--- src/u8d_pkg.sv ---
// shared types and constants of the utf-8 stream decoder
`timescale 1ns / 1ps
package u8d_pkg;

  localparam int CMD_DEPTH = 4;

  localparam int CP_W   = 21;
  localparam int USED_W = 3;

  localparam logic [CP_W-1:0]   SUBST_CP   = 21'd63;
  localparam logic [USED_W-1:0] SUBST_USED = 3'd1;

  // one decode command: leading substitutions, an optional main result,
  // then trailing substitutions up to total
  typedef struct packed {
    logic [1:0]        pre;
    logic              main_valid;
    logic [CP_W-1:0]   main_cp;
    logic [USED_W-1:0] main_used;
    logic [2:0]        total;
    logic              eot;
  } cmd_t;

endpackage

--- src/u8d_byte_if.sv ---
// byte input channel
`timescale 1ns / 1ps
interface u8d_byte_if;
  logic       valid;
  logic       ready;
  logic [7:0] byte_in;
  logic       end_of_text;

  modport source (output valid, output byte_in, output end_of_text, input ready);
  modport sink (input valid, input byte_in, input end_of_text, output ready);
endinterface

--- src/u8d_cp_if.sv ---
// codepoint output channel
`timescale 1ns / 1ps
interface u8d_cp_if;
  import u8d_pkg::*;
  logic              valid;
  logic              ready;
  logic [CP_W-1:0]   codepoint;
  logic [USED_W-1:0] bytes_used;
  logic              last_of_run;
  logic              text_done;

  modport source (output valid, output codepoint, output bytes_used,
                  output last_of_run, output text_done, input ready);
  modport sink (input valid, input codepoint, input bytes_used,
                input last_of_run, input text_done, output ready);
endinterface

--- src/u8d_front.sv ---
// front end: byte classification, sequence buffering and command build
`timescale 1ns / 1ps
module u8d_front
  import u8d_pkg::*;
(
  input  logic      clk,
  input  logic      rst,
  u8d_byte_if.sink  bytes,
  input  logic      full,
  output logic      push,
  output cmd_t      cmd
);

  logic [7:0] pend [3];
  logic [1:0] count, count_next;
  logic [2:0] exp_len, exp_len_next;

  logic       accept;
  logic [7:0] b;
  logic       is_cont, is_ascii, is_lead;
  logic [2:0] lead_len;
  logic       buf_wr;
  logic [1:0] buf_idx;
  logic [CP_W-1:0] dec_cp;

  assign bytes.ready = !full;
  assign accept      = bytes.valid && bytes.ready;
  assign b           = bytes.byte_in;

  always_comb begin
    is_cont  = (b[7:6] == 2'b10);
    is_ascii = !b[7];
    lead_len = 3'd0;
    if (b[7:5] == 3'b110) begin
      lead_len = 3'd2;
    end else if (b[7:4] == 4'b1110) begin
      lead_len = 3'd3;
    end else if (b[7:3] == 5'b11110) begin
      lead_len = 3'd4;
    end
    is_lead = (lead_len != 3'd0);
  end

  always_comb begin
    case (exp_len)
      3'd2:    dec_cp = {10'd0, pend[0][4:0], b[5:0]};
      3'd3:    dec_cp = {5'd0, pend[0][3:0], pend[1][5:0], b[5:0]};
      default: dec_cp = {pend[0][2:0], pend[1][5:0], pend[2][5:0], b[5:0]};
    endcase
  end

  always_comb begin
    cmd            = '0;
    cmd.eot        = bytes.end_of_text;
    count_next     = count;
    exp_len_next   = exp_len;
    buf_wr         = 1'b0;
    buf_idx        = count;
    if (count == 2'd0 || !is_cont) begin
      // fresh start, after flushing whatever was pending
      cmd.pre   = count;
      cmd.total = {1'b0, count};
      if (is_ascii || !is_lead) begin
        cmd.main_valid = 1'b1;
        cmd.main_cp    = is_ascii ? {13'd0, b} : SUBST_CP;
        cmd.main_used  = SUBST_USED;
        cmd.total      = {1'b0, count} + 3'd1;
        count_next     = 2'd0;
        exp_len_next   = 3'd0;
      end else begin
        buf_wr       = 1'b1;
        buf_idx      = 2'd0;
        count_next   = 2'd1;
        exp_len_next = lead_len;
        if (bytes.end_of_text) begin
          cmd.total    = {1'b0, count} + 3'd1;
          count_next   = 2'd0;
          exp_len_next = 3'd0;
        end
      end
    end else if (({1'b0, count} + 3'd1) >= exp_len) begin
      cmd.main_valid = 1'b1;
      cmd.main_cp    = dec_cp;
      cmd.main_used  = exp_len;
      cmd.total      = 3'd1;
      count_next     = 2'd0;
      exp_len_next   = 3'd0;
    end else begin
      buf_wr     = 1'b1;
      count_next = count + 2'd1;
      if (bytes.end_of_text) begin
        // truncated at end of text: one substitution per buffered byte
        cmd.total    = {1'b0, count} + 3'd1;
        count_next   = 2'd0;
        exp_len_next = 3'd0;
      end
    end
    push = accept && (cmd.total != 3'd0);
  end

  always_ff @(posedge clk) begin
    if (rst) begin
      count   <= 2'd0;
      exp_len <= 3'd0;
    end else if (accept) begin
      count   <= count_next;
      exp_len <= exp_len_next;
    end
  end

  always_ff @(posedge clk) begin
    if (accept && buf_wr) begin
      pend[buf_idx] <= b;
    end
  end

`ifndef SYNTHESIS
  a_pending_has_length: assert property (@(posedge clk) disable iff (rst)
    count != 2'd0 |-> (exp_len >= 3'd2 && {1'b0, count} < exp_len))
    else $error("pending bytes without a matching sequence length");
`endif

endmodule

--- src/u8d_cmd_fifo.sv ---
// command queue between front and back end
`timescale 1ns / 1ps
module u8d_cmd_fifo
  import u8d_pkg::*;
#(
  parameter int Depth = CMD_DEPTH
) (
  input  logic clk,
  input  logic rst,
  input  logic push,
  input  cmd_t push_cmd,
  output logic full,
  input  logic pop,
  output logic empty,
  output cmd_t head
);

  localparam int PtrW = (Depth > 1) ? $clog2(Depth) : 1;
  localparam int CntW = $clog2(Depth + 1);
  localparam logic [PtrW-1:0] LastPtr = PtrW'(Depth - 1);
  localparam logic [CntW-1:0] DepthCnt = CntW'(Depth);
  localparam logic [PtrW-1:0] PtrOne = PtrW'(1);
  localparam logic [CntW-1:0] CntOne = CntW'(1);

  cmd_t            mem [Depth];
  logic [PtrW-1:0] wr_ptr, rd_ptr;
  logic [CntW-1:0] used;

  assign full  = (used == DepthCnt);
  assign empty = (used == '0);
  assign head  = mem[rd_ptr];

  always_ff @(posedge clk) begin
    if (rst) begin
      wr_ptr <= '0;
      rd_ptr <= '0;
      used   <= '0;
    end else begin
      if (push) begin
        wr_ptr <= (wr_ptr == LastPtr) ? '0 : wr_ptr + PtrOne;
      end
      if (pop) begin
        rd_ptr <= (rd_ptr == LastPtr) ? '0 : rd_ptr + PtrOne;
      end
      if (push && !pop) begin
        used <= used + CntOne;
      end else if (pop && !push) begin
        used <= used - CntOne;
      end
    end
  end

  always_ff @(posedge clk) begin
    if (push) begin
      mem[wr_ptr] <= push_cmd;
    end
  end

`ifndef SYNTHESIS
  a_no_overflow: assert property (@(posedge clk) disable iff (rst)
    full |-> !push)
    else $error("command queue written while full");
  a_no_underflow: assert property (@(posedge clk) disable iff (rst)
    empty |-> !pop)
    else $error("command queue read while empty");
`endif

endmodule

--- src/u8d_back.sv ---
// back end: expands commands into codepoint results
`timescale 1ns / 1ps
module u8d_back
  import u8d_pkg::*;
(
  input  logic      clk,
  input  logic      rst,
  input  logic      empty,
  input  cmd_t      head,
  output logic      pop,
  u8d_cp_if.source  codepoints
);

  logic [1:0]        idx;
  logic              advance;
  logic              is_last;
  logic              is_main;
  logic [CP_W-1:0]   sel_cp;
  logic [USED_W-1:0] sel_used;

  always_comb begin
    advance  = !empty && (!codepoints.valid || codepoints.ready);
    is_last  = (({1'b0, idx} + 3'd1) == head.total);
    is_main  = head.main_valid && (idx == head.pre);
    sel_cp   = is_main ? head.main_cp : SUBST_CP;
    sel_used = is_main ? head.main_used : SUBST_USED;
    pop      = advance && is_last;
  end

  always_ff @(posedge clk) begin
    if (rst) begin
      codepoints.valid <= 1'b0;
      idx              <= 2'd0;
    end else if (advance) begin
      codepoints.valid <= 1'b1;
      idx              <= is_last ? 2'd0 : idx + 2'd1;
    end else if (codepoints.ready) begin
      codepoints.valid <= 1'b0;
    end
  end

  always_ff @(posedge clk) begin
    if (advance) begin
      codepoints.codepoint   <= sel_cp;
      codepoints.bytes_used  <= sel_used;
      codepoints.last_of_run <= is_last;
      codepoints.text_done   <= is_last && head.eot;
    end
  end

`ifndef SYNTHESIS
  a_idx_in_range: assert property (@(posedge clk) disable iff (rst)
    !empty |-> ({1'b0, idx} < head.total))
    else $error("result index beyond command length");
  a_idx_idle_zero: assert property (@(posedge clk) disable iff (rst)
    empty |-> idx == 2'd0)
    else $error("result index left mid-command with no command queued");
`endif

endmodule

--- src/utf8_stream_decoder_core.sv ---
// streaming utf-8 decoder: one byte request in, zero to four codepoint requests out
// a byte's results are registered into the command queue, then into the output register
// throughput: one byte per cycle while each byte yields at most one result and output is taken;
//   a multi-result byte holds the result stage while the back end emits them one per cycle
// the command queue (CmdDepth entries) absorbs result bursts and output stalls
// reset (rst, synchronous): clears sequence state, queue and output valid; byte buffer is not reset
`timescale 1ns / 1ps
module utf8_stream_decoder_core
  import u8d_pkg::*;
#(
  parameter int CmdDepth = CMD_DEPTH
) (
  input  logic      clk,
  input  logic      rst,
  u8d_byte_if.sink  bytes,
  u8d_cp_if.source  codepoints
);

  // front to queue
  logic push;
  cmd_t push_cmd;
  logic full;

  // queue to back
  logic pop;
  logic empty;
  cmd_t head;

  // front end classifies each byte, buffers multi-byte sequences and
  // turns every byte that has results into one command
  u8d_front u_front (
    .clk   (clk),
    .rst   (rst),
    .bytes (bytes),
    .full  (full),
    .push  (push),
    .cmd   (push_cmd)
  );

  // queue lets the byte side keep going while results drain
  u8d_cmd_fifo #(
    .Depth (CmdDepth)
  ) u_fifo (
    .clk      (clk),
    .rst      (rst),
    .push     (push),
    .push_cmd (push_cmd),
    .full     (full),
    .pop      (pop),
    .empty    (empty),
    .head     (head)
  );

  // back end walks each command, one result per cycle while not stalled, into the output register
  u8d_back u_back (
    .clk        (clk),
    .rst        (rst),
    .empty      (empty),
    .head       (head),
    .pop        (pop),
    .codepoints (codepoints)
  );

`ifndef SYNTHESIS
  a_back_pressure_only_when_full: assert property (@(posedge clk) disable iff (rst)
    !bytes.ready |-> full)
    else $error("byte request stalled with room in the command queue");
`endif

endmodule

--- src/flat_wrapper.sv ---
// flat-port wrapper written by rule: the top's interface ports become plain ports
module utf8_stream_decoder_core_flat import u8d_pkg::*;
#(
  parameter int CmdDepth = CMD_DEPTH
)
  (clk, rst, bytes_valid, bytes_byte_in, bytes_end_of_text, bytes_ready, codepoints_valid, codepoints_codepoint, codepoints_bytes_used, codepoints_last_of_run, codepoints_text_done, codepoints_ready);
  u8d_byte_if bytes_i ();
  u8d_cp_if codepoints_i ();
  input  logic clk;
  input  logic rst;
  input wire logic [$bits(bytes_i.valid)-1:0] bytes_valid;
  input wire logic [$bits(bytes_i.byte_in)-1:0] bytes_byte_in;
  input wire logic [$bits(bytes_i.end_of_text)-1:0] bytes_end_of_text;
  output wire logic [$bits(bytes_i.ready)-1:0] bytes_ready;
  output wire logic [$bits(codepoints_i.valid)-1:0] codepoints_valid;
  output wire logic [$bits(codepoints_i.codepoint)-1:0] codepoints_codepoint;
  output wire logic [$bits(codepoints_i.bytes_used)-1:0] codepoints_bytes_used;
  output wire logic [$bits(codepoints_i.last_of_run)-1:0] codepoints_last_of_run;
  output wire logic [$bits(codepoints_i.text_done)-1:0] codepoints_text_done;
  input wire logic [$bits(codepoints_i.ready)-1:0] codepoints_ready;
  assign bytes_i.valid = bytes_valid;
  assign bytes_i.byte_in = bytes_byte_in;
  assign bytes_i.end_of_text = bytes_end_of_text;
  assign bytes_ready = bytes_i.ready;
  assign codepoints_valid = codepoints_i.valid;
  assign codepoints_codepoint = codepoints_i.codepoint;
  assign codepoints_bytes_used = codepoints_i.bytes_used;
  assign codepoints_last_of_run = codepoints_i.last_of_run;
  assign codepoints_text_done = codepoints_i.text_done;
  assign codepoints_i.ready = codepoints_ready;
  utf8_stream_decoder_core #(.CmdDepth(CmdDepth)) u_core (.clk(clk), .rst(rst), .bytes(bytes_i), .codepoints(codepoints_i));
endmodule
--- config.mk ---
export PLATFORM = sky130hd
export DESIGN_NAME = utf8_stream_decoder_core_flat
export DESIGN_NICKNAME = d
export VERILOG_FILES = /design/src/u8d_pkg.sv /design/src/u8d_byte_if.sv /design/src/u8d_cp_if.sv /design/src/u8d_front.sv /design/src/u8d_cmd_fifo.sv /design/src/u8d_back.sv /design/src/utf8_stream_decoder_core.sv /design/src/flat_wrapper.sv
export SDC_FILE = /design/constraint.sdc
export NUM_CORES = 1
export LEC_CHECK = 0
export BUFFER_PORTS_ARGS = -buffer_cell sky130_fd_sc_hd__buf_4
export CELL_PAD_IN_SITES_DETAIL_PLACEMENT = 1
export CELL_PAD_IN_SITES_GLOBAL_PLACEMENT = 1
export CORE_AREA = 2 2 119 167
export CTS_CLUSTER_DIAMETER = 150
export DETAILED_ROUTE_END_ITERATION = 10
export DIE_AREA = 0 0 121 169
export PLACE_DENSITY = 0.68
export SYNTH_ARGS = -nofsm -noshare
export SYNTH_HDL_FRONTEND = slang
export SYNTH_SLANG_ARGS = --single-unit
--- constraint.sdc ---
create_clock -name clk -period 3.85 [get_ports clk]
set_input_delay 0.77 -clock clk [delete_from_list [all_inputs] [get_ports clk]]
set_output_delay 0.77 -clock clk [all_outputs]
set_load 0.01 [all_outputs]
==> metrics.txt, run 1 <==
outcome finished clean; largest net degree at the start of global routing 32; effective utilization at floorplan 39.3%; clk slew on worst S/H paths 0.07 ns; Max stage delay cell, worst path dfxtp_1; fraction of layout cells with a size suffix above 1 21.9%; drc violations 0; cell count after synthesis 442; DR WL/cell 20.5 um; Num CTS Buffers 17; buffer depth of the longest clock path 2; total wire length 15400 um; Setup TNS Final 0 ns; Post-CTS Setup Repair Bufs 0; Critical Path RT 4.21 ns; RR Startpoint u_core.u_front.count[0]; first-pass GRT wire length 24300 um; core footprint 19000 um^2; Clock Skew 0.0124 ns; leakage power 2.97 nW; post-synth top area cell edfxtp_1; FMAX 278 MHz; HPWL after detailed placement 10100 um; die area 20400 um^2; I/O pin count 41; PortBufs 40; Final Max Tran Viols 0; Yosys reg bits 184; GRT Util Overall 16.1%; H-tree depth 4; crit path DAT 3.95 ns; final hold vios 0; Hold Crit Class register to register; Mapped Area 7470 um^2; Die Height 169 um; initial antenna violation count 0; clk_lat worst skew 0.43 ns; nature of the critical path endpoint register; Post-synth EDFFs 167; RD Place Congestion 0.890; CP top delay family adder cells; CP Launch Type register; NumNets Final 521; Ys Warns 0; vias in the first global route 4403; PwrDens 662 nW/um^2; crit-path cells inv_1 > ha_1 > ha_1 > inv_1 > o21ai_0 > a222oi_1 > and4b_1 > nor2_1 > ha_1 > inv_1 > fa_1 > xor2_1 > or3_1 > a21oi_1; met2 wire length 8400 um; total vias in the final route 4000; Async SR Flop Fraction 0%; Metal-1 WL 6320 um; max cap viols 0; fin crit share 93.3%; Worst Setup SP u_core.u_front.count[0]; Min Clock Period, post-route 3.59 ns; Worst VDD drop 0.000325 V; Die W 121 um; Net Count, Synth 470; grt ovf 0; Max-slew headroom 42.2%; crit-path max cell delay 0.43 ns; final setup fails 0; post-cts resize count 0; Core Util, Final 45.4%; CTS tree yes; crit-path max FO 6; area grow syn2layout 15.6%; Crit path buffers/inverters 3; Post-synth top cells edfxtp_1, nor2_1, mux4_2; Ant. Diodes 0; worst slew pin tran 0.864 ns; met3 WL post-DR 520 um; Synth area leaders edfxtp_1, mux4_2, dfxtp_1, ha_1, mux4_1; row count 60; min-delay src u_core.u_back.codepoints.valid; syn_area_per_cell 16.9 um^2; Seq/Total Area, Yosys 71.7%; ANT nets after route 0; RSZ-0062 raised after global routing no; most common cell in the netlist edfxtp_1; highest metal used met4; Root Driver clkbuf_16; Most used DFF post-synth edfxtp_1; Yosys cell types 49; Post-CTS Hold Buffers 0; Via density 5.31; CTS Sinks 184; Yosys top cell area share 67.2%; Detailed Route Iter0 Violations 254; kind of critical path register to register; DRT Pass-1 Iters 4
## cell usage in the layout (no fill, tap or decap), drive strengths merged, types with 2 or more instances in the layout
| master | count |
|---|---|
| mux2i | 9 |
| a21oi | 17 |
| and2b | 4 |
| nand2 | 20 |
| and3 | 11 |
| a21o | 2 |
| edfxtp | 167 |
| bufinv | 2 |
| nor2 | 32 |
| buf | 50 |
| or2 | 7 |
| mux4 | 31 |
| ha | 14 |
| dfxtp | 17 |
| nand3 | 13 |
| nor2b | 15 |
| clkinvlp | 2 |
| nor3 | 8 |
| a211oi | 4 |
| xor2 | 4 |
| xnor2 | 3 |
| clkbuf | 18 |
| nand4 | 2 |
| o21ai | 7 |
| inv | 20 |
| clkinv | 6 |
| and2 | 4 |
## power by group
| group | leakage (nW) | switching (mW) | internal (mW) |
|---|---|---|---|
| sequential | 1.67 | 0.131 | 2.59 |
| combinational | 1.02 | 0.708 | 0.576 |
| clock | 0.279 | 0.746 | 0.960 |
| total | 2.97 | 1.59 | 4.13 |
## worst reg2reg max path, cell delays in order (launching register included)
cell and delay [ns]:
dfxtp_1 0.43, inv_1 0.17, ha_1 0.38, ha_1 0.34, inv_1 0.04, o21ai_0 0.22
a222oi_1 0.18, and4b_1 0.25, nor2_1 0.17, ha_1 0.24, inv_1 0.07, fa_1 0.37
xor2_1 0.18, or3_1 0.30, a21oi_1 0.18
## cell type report
cell class / count / area [um^2]
clock inverter: 14 / 146
multi-input combinational: 224 / 1950
tap: 248 / 310
clock buffer: 18 / 429
inverter: 16 / 60.1
timing repair buffer: 50 / 375
fill: 1847 / 10400
sequential: 184 / 5360
## metrics by stage
stage          hold WS, ns  area, um^2  power [mW]  cells  setup slack [ns]
4_1_cts              0.485        8630        5.80    754             0.289
3_3_place_gp         0.463        8060        4.02    722             0.558
3_5_place_dp         0.474        8060        4.09    722             0.298
5_1_grt              0.512        8630        6.00    754            0.0544
2_1_floorplan        0.445        7470        3.61    442             0.826
6_report             0.475        8630        5.71    754             0.257
## path summary, 6_finish.rpt
| path | to | slack, ns | cells after the start |
|---|---|---|---|
| setup / recovery | u_core.u_fifo.used[2] | 0.26 | 14 |
| hold / removal | u_core.u_back.codepoints.valid | 0.47 | 2 |
| setup reg to reg | u_core.u_fifo.used[2] | 0.26 | 14 |
| hold reg to reg | u_core.u_back.codepoints.valid | 0.47 | 2 |
## state kept, by name (all words and copies together) (netlist names), named ones only
signal and flops:
u_core.u_fifo.wr_ptr 2, u_core.u_back.codepoints.codepoint 21, u_core.u_fifo.mem 124, u_core.u_fifo.rd_ptr 2
u_core.u_front.count 2, u_core.u_back.codepoints.last_of_run 1, u_core.u_fifo.used 3, u_core.u_back.codepoints.bytes_used 3
u_core.u_front.exp_len 3, u_core.u_front.pend 17, u_core.u_back.codepoints.text_done 1, u_core.u_back.idx 2
u_core.u_back.codepoints.valid 1
## cells by family after synthesis
kind of cell | share of synthesized area (%)
AOI/OAI and AO/OA | 3.00
xor gates and xnor gates | 0.821
adders and majority gates | 2.61
buffers and inverters | 2.11
DFF | 71.7
muxes | 10.9
and+or+nand+nor | 8.87
## per-layer routing
| layer | track usage (%) | up-vias |
|---|---|---|
| met3 | 3.91 | 15 |
| li1 | - | 1802 |
| met2 | 29.2 | 83 |
| met1 | 18.3 | 2100 |
| met4 | 5.26 | 0 |
| met5 | 0 | - |
Power figures use the tool's default switching activity.
==> inputs of run 2 (changes only) <==
Settings changed: CORE_AREA 2 2 119 167 to 2 2 119 168, DIE_AREA 0 0 121 169 to 0 0 121 170, PLACE_DENSITY 0.68 to 0.67, RECOVER_POWER from default to 50, SYNTH_HIERARCHICAL from default to 1.
==> run 2 against run 1 <==
Net effect: cell count shrank 0.93%; clock power fell by 5%; total power down 4.0%; register-to-register slack better by 0.13 ns; core utilization shrank 0.82 points; the run now ends with max-capacitance violations, max-slew violations left; critical endpoint is now u_core/u_fifo/used[2]; hold slack improved by 0.013 ns; largest power group unchanged; highest routed layer unchanged; global-route usage fell by 0.24 points; area after synthesis up 0.64%; final area fell by 1.8%; wire length is 2.6% lower; sequential cell count is the same.
==> metrics.txt, run 2 <==
Seq/Total Area, Yosys 71.3%; syn_area_per_cell 17.6 um^2; final hold vios 0; PortBufs 40; Post-Layout Inst Area 8480 um^2; ANT nets after route 0; GRT Util Overall 15.8%; post-synth top area cell edfxtp_1; nature of the critical path endpoint register; Mapped Area 7510 um^2; Final Max Tran Viols 29; CTS tree yes; Max-slew headroom -6.33%; commonest cells after routing, fill and taps aside edfxtp_1, clkbuf_1, mux4_2; top flop regs u_core/u_fifo/mem (124), u_core/u_back/codepoints.codepoint (21), u_core/u_front/pend (17); RD Place Congestion 0.874; kind of critical path register to register; FMAX 289 MHz; final cell count without fillers 747; final setup fails 0; cell count after synthesis 428; Yosys reg bits 184; CP Launch Type register; Num CTS Buffers 17; outcome finished, violations left; grt ovf 0; violated checks max-capacitance violations, max-slew violations; fin crit share 89.9%; max reg flops 124; Ys Warns 6; vias in the first global route 4162; Post-synth EDFFs 167; Setup TNS Final 0 ns; H-tree depth 4; max cap viols 1; first-pass GRT wire length 24000 um; Cell Count Post-Placement 715; crit-path cells inv_1 > ha_1 > ha_1 > nand2_1 > o21ai_2 > o21a_1 > a211oi_1 > a41oi_1 > ha_1 > inv_1 > fa_1 > xor2_1 > or3_1 > a21oi_1; row count 60; Post-CTS Setup Repair Bufs 0; crit-path max cell delay 0.43 ns; final setup margin 0.390 ns; Via density 5.13; effective utilization at floorplan 39.6%; DRT Pass-1 Iters 4; HPWL after detailed placement 9670 um; largest net degree at the start of global routing 32; clk_lat worst skew 0.43 ns; I/O pin count 41; Die W 121 um; DR WL/cell 20.1 um; Net Count, Synth 456; total power 5.48 mW; Yosys cell types 52; Root Driver clkbuf_16; initial antenna violation count 0; leakage power 2.81 nW; worst slew pin tran 1.59 ns; fraction of layout cells with a size suffix above 1 19.2%; post-cts resize count 0; total wire length 15000 um; Max stage delay cell, worst path dfxtp_1; Post-CTS Hold Buffers 0; Yosys top cell area share 66.7%; Post-DP Area 8130 um^2; Critical Path RT 4.22 ns; critical path depth 14; Async SR Flop Fraction 0%; CTS Sinks 184; dpl ws 0.350 ns; PwrDens 647 nW/um^2; Top cell by count, worst path ha_1; Clock Skew 0.00706 ns; Ant. Diodes 0; Hold Crit Class register to register; NumNets Final 514; largest reg by FF count u_core/u_fifo/mem; Register-to-Register Path Depth 14; Worst VDD drop 0.000319 V; drc violations 0; Core Util, Final 44.6%; Crit path buffers/inverters 2; core footprint 19000 um^2; most common cell after layout, fill and taps aside edfxtp_1; RSZ-0062 raised after global routing no; Most used DFF post-synth edfxtp_1; Fin Hold WS 0.487 ns; Die Height 170 um; crit path DAT 3.83 ns; CP top delay family adder cells; Synth area leaders edfxtp_1, mux4_2, dfxtp_1, ha_1, and2_4; total vias in the final route 3834; die area 20600 um^2; clk slew on worst S/H paths 0.07 ns; Hold Path Depth 2; Detailed Route Iter0 Violations 237; crit-path max FO 6; area grow syn2layout 12.8%; Post-synth top cells edfxtp_1, mux4_2, nor2_1; most common cell in the netlist edfxtp_1; Min Clock Period, post-route 3.46 ns; buffer depth of the longest clock path 2
-- run 2: cell types whose count changed after synthesis, moves of 6 or more --
cell      before  now
nor2_1        32   24
clkbuf_1      10    3
and2_4         0   15
nor2b_1       15    4
and3_1        11    5
nand2_1       20   12
or2_1          7    0
-- run 2: where the power goes --
part	internal, mW	switching (mW)	total (mW)
registers	2.58	0.115	2.69
logic	0.467	0.692	1.16
clock network	0.856	0.775	1.63
-- run 2: path summary, 6_finish.rpt --
path	from	to	slack (ns)
max	u_core/u_front/count[0]	u_core/u_fifo/used[2]	0.39
min	u_core/u_front/exp_len[1]	u_core/u_front/exp_len[1]	0.49
max reg2reg	u_core/u_front/count[0]	u_core/u_fifo/used[2]	0.39
min reg2reg	u_core/u_front/exp_len[1]	u_core/u_front/exp_len[1]	0.49
-- run 2: layout make-up --
type / count / area [um^2]
multi-input cells: 210 / 1920
well taps: 248 / 310
clock buffers: 18 / 439
fillers: 1863 / 10500
clock inverters: 14 / 116
repair buffers: 54 / 263
inverters: 19 / 71.3
flip-flops and latches: 184 / 5360
-- run 2: cells by family after synthesis --
group / after synthesis / synth area share [%]
flops: 184 / 71.3
simple gates: 108 / 8.66
compound gates: 40 / 3.76
mux: 40 / 10.5
buf+inv: 34 / 2.35
fa+ha+maj: 15 / 2.60
xor+xnor: 7 / 0.816
-- run 2: per-layer routing --
layer	GRT usage (%)	share of wire (%)	vias up
met5	0	0	-
li1	-	-	1764
met4	5.66	1.9	0
met2	27.5	54	55
met1	19.1	42	1994
met3	3.79	2.7	21
-- run 2: worst register-to-register path: stages, from the launching register on --
cell	delay (ns)
dfxtp_1	0.43
inv_1	0.16
ha_1	0.40
ha_1	0.30
nand2_1	0.06
o21ai_2	0.21
o21a_1	0.14
a211oi_1	0.05
a41oi_1	0.31
ha_1	0.25
inv_1	0.08
fa_1	0.38
xor2_1	0.16
or3_1	0.31
a21oi_1	0.14
==> inputs of run 3 (changes only) <==
Clock period 3.85 ns to 3.4 ns, I/O delays scaled along.
==> run 3 against run 2 <==
Net effect: the run still ends with max-capacitance violations, max-slew violations left; first-iteration DRC count increased by 12%; critical path type unchanged; clock skew increased by 0.0056 ns; wire length increased by 1.7%; largest power group unchanged.
==> metrics.txt, run 3 (synthesis results as in run 2) <==
outcome finished, violations left; violated checks max-capacitance violations, max-slew violations; reg2reg end u_core/u_fifo/used[2]; row count 60; total wire length 15300 um; Root Driver clkbuf_16; flop-to-flop setup slack 0.26 ns; largest net degree at the start of global routing 32; buffer depth of the longest clock path 2; CTS tree yes; Setup TNS Final 0 ns; Ant. Diodes 0; NumNets Final 517; met2 wire length 8380 um; Post-CTS Setup Repair Bufs 0; HPWL after detailed placement 9830 um; DRT Pass-1 Iters 4; Post-CTS Hold Buffers 0; final hold vios 0; vias in the first global route 4249; crit path DAT 3.49 ns; drc violations 0; initial antenna violation count 0; Via density 5.07; RR Startpoint u_core/u_front/count[0]; DR WL/cell 20.4 um; total vias in the final route 3805; Final Max Tran Viols 29; crit path to u_core/u_fifo/used[2]; H-tree depth 4; Clock Skew 0.0127 ns; final setup fails 0; max cap viols 1; Hold Crit Class register to register; Min Clock Period, post-route 3.14 ns; fraction of layout cells with a size suffix above 1 20.5%; area grow syn2layout 15.3%; CP Launch Type register; Die W 121 um; commonest cells after routing, fill and taps aside edfxtp_1, clkbuf_1, mux4_2; Die Height 170 um; leakage power 2.88 nW; worst slew pin tran 1.60 ns; Max stage delay cell, worst path fa_1; CTS Sinks 184; Critical Path RT 3.76 ns; largest reg by FF count u_core/u_fifo/mem; Num CTS Buffers 17; Register-to-Register Path Depth 14; highest metal used met4; PortBufs 40; total power 6.49 mW; nature of the critical path endpoint register; core footprint 19000 um^2; Worst VDD drop 0.000336 V; die area 20600 um^2; crit-path max FO 6; first-pass GRT wire length 24200 um; max reg flops 124; top flop regs u_core/u_fifo/mem (124), u_core/u_back/codepoints.codepoint (21), u_core/u_front/pend (17); most common cell after layout, fill and taps aside edfxtp_1; ANT nets after route 0; I/O pin count 41; crit-path cells inv_1 > ha_4 > ha_1 > nand2_1 > o21ai_2 > nand2_1 > nand3_1 > a41oi_2 > ha_2 > inv_1 > fa_1 > xor2_1 > or3_1 > a21oi_1; FMAX 319 MHz; Metal-1 WL 6250 um; RD Place Congestion 0.858; Detailed Route Iter0 Violations 265; fin crit share 92.2%; kind of critical path register to register; post-cts resize count 0; effective utilization at floorplan 39.6%; grt ovf 0; PwrDens 750 nW/um^2; GRT Util Overall 16.1%; RSZ-0062 raised after global routing no; FILL cells 1836; clk slew on worst S/H paths 0.06 ns; Max-slew headroom -6.72%; clk_lat worst skew 0.43 ns; crit-path max cell delay 0.37 ns; Worst Setup SP u_core/u_front/count[0]; met3 WL post-DR 461 um
-- run 3: cell count changes in the layout (fill, tap and decap cells not counted), moves of 4 or more --
cell / previous run / this run
and2_4: 0 / 15
and2_2: 14 / 2
inv_6: 5 / 0
bufinv_16: 0 / 4
buf_12: 0 / 4
clkbuf_1: 38 / 42
and2_0: 6 / 1
-- run 3: worst min path at each step --
stage,from,endpoint,slack [ns],cells after the start
floorplan,u_core/u_front/exp_len[1],u_core/u_front/exp_len[1],0.44,2
global placement,u_core/u_front/exp_len[1],u_core/u_front/exp_len[1],0.47,2
detailed placement,u_core/u_front/exp_len[1],u_core/u_front/exp_len[1],0.48,2
CTS,bytes_byte_in[2],u_core/u_front/pend[2][2],0.46,1
global route,u_core/u_front/exp_len[1],u_core/u_front/exp_len[1],0.53,2
finish,u_core/u_front/exp_len[1],u_core/u_front/exp_len[1],0.49,2
-- run 3: metrics by stage --
step           instance area [um^2]  setup WS, ns  cells  hold slack, ns  utilization, %
6_report                       8660         0.265    750           0.495            45.6
3_3_place_gp                   8200         0.259    718           0.474            43.2
2_1_floorplan                  7510        0.0491    428           0.439               -
3_5_place_dp                   8200        0.0556    718           0.481            43.2
4_1_cts                        8810        0.0320    750           0.463            46.4
5_1_grt                        8660        0.0439    750           0.526            45.6
-- run 3: final cells by class --
type / instances / area (um^2) / area share [%]
Multi-Input combinational cell: 210 / 1980 / 22.9
Timing Repair Buffer: 57 / 328 / 3.79
Clock buffer: 19 / 433 / 5.00
Clock inverter: 13 / 179 / 2.07
Inverter: 19 / 71.3 / 0.824
Tap cell: 248 / 310 / 3.58
Sequential cell: 184 / 5360 / 61.9
-- run 3: report_power, final --
part	total [mW]	internal [mW]	switching, mW
Sequential	3.04	2.92	0.122
Clock	2.04	1.22	0.815
Combinational	1.41	0.602	0.810
-- run 3: worst max-delay path: cells and delay by family, from the launching register on --
family,cells,cell delay [ns]
adders and majority gates,4,1.15
xor gates and xnor gates,1,0.16
buffers and inverters,2,0.26
DFF,1,0.35
and+or+nand+nor,4,0.66
AOI/OAI and AO/OA,3,0.47
-- run 3: layer usage --
layer,global-route usage (%),vias to the layer above
met4,4.70,0
met5,0,-
met3,4.16,15
met1,18.6,1952
li1,-,1773
met2,29.1,65
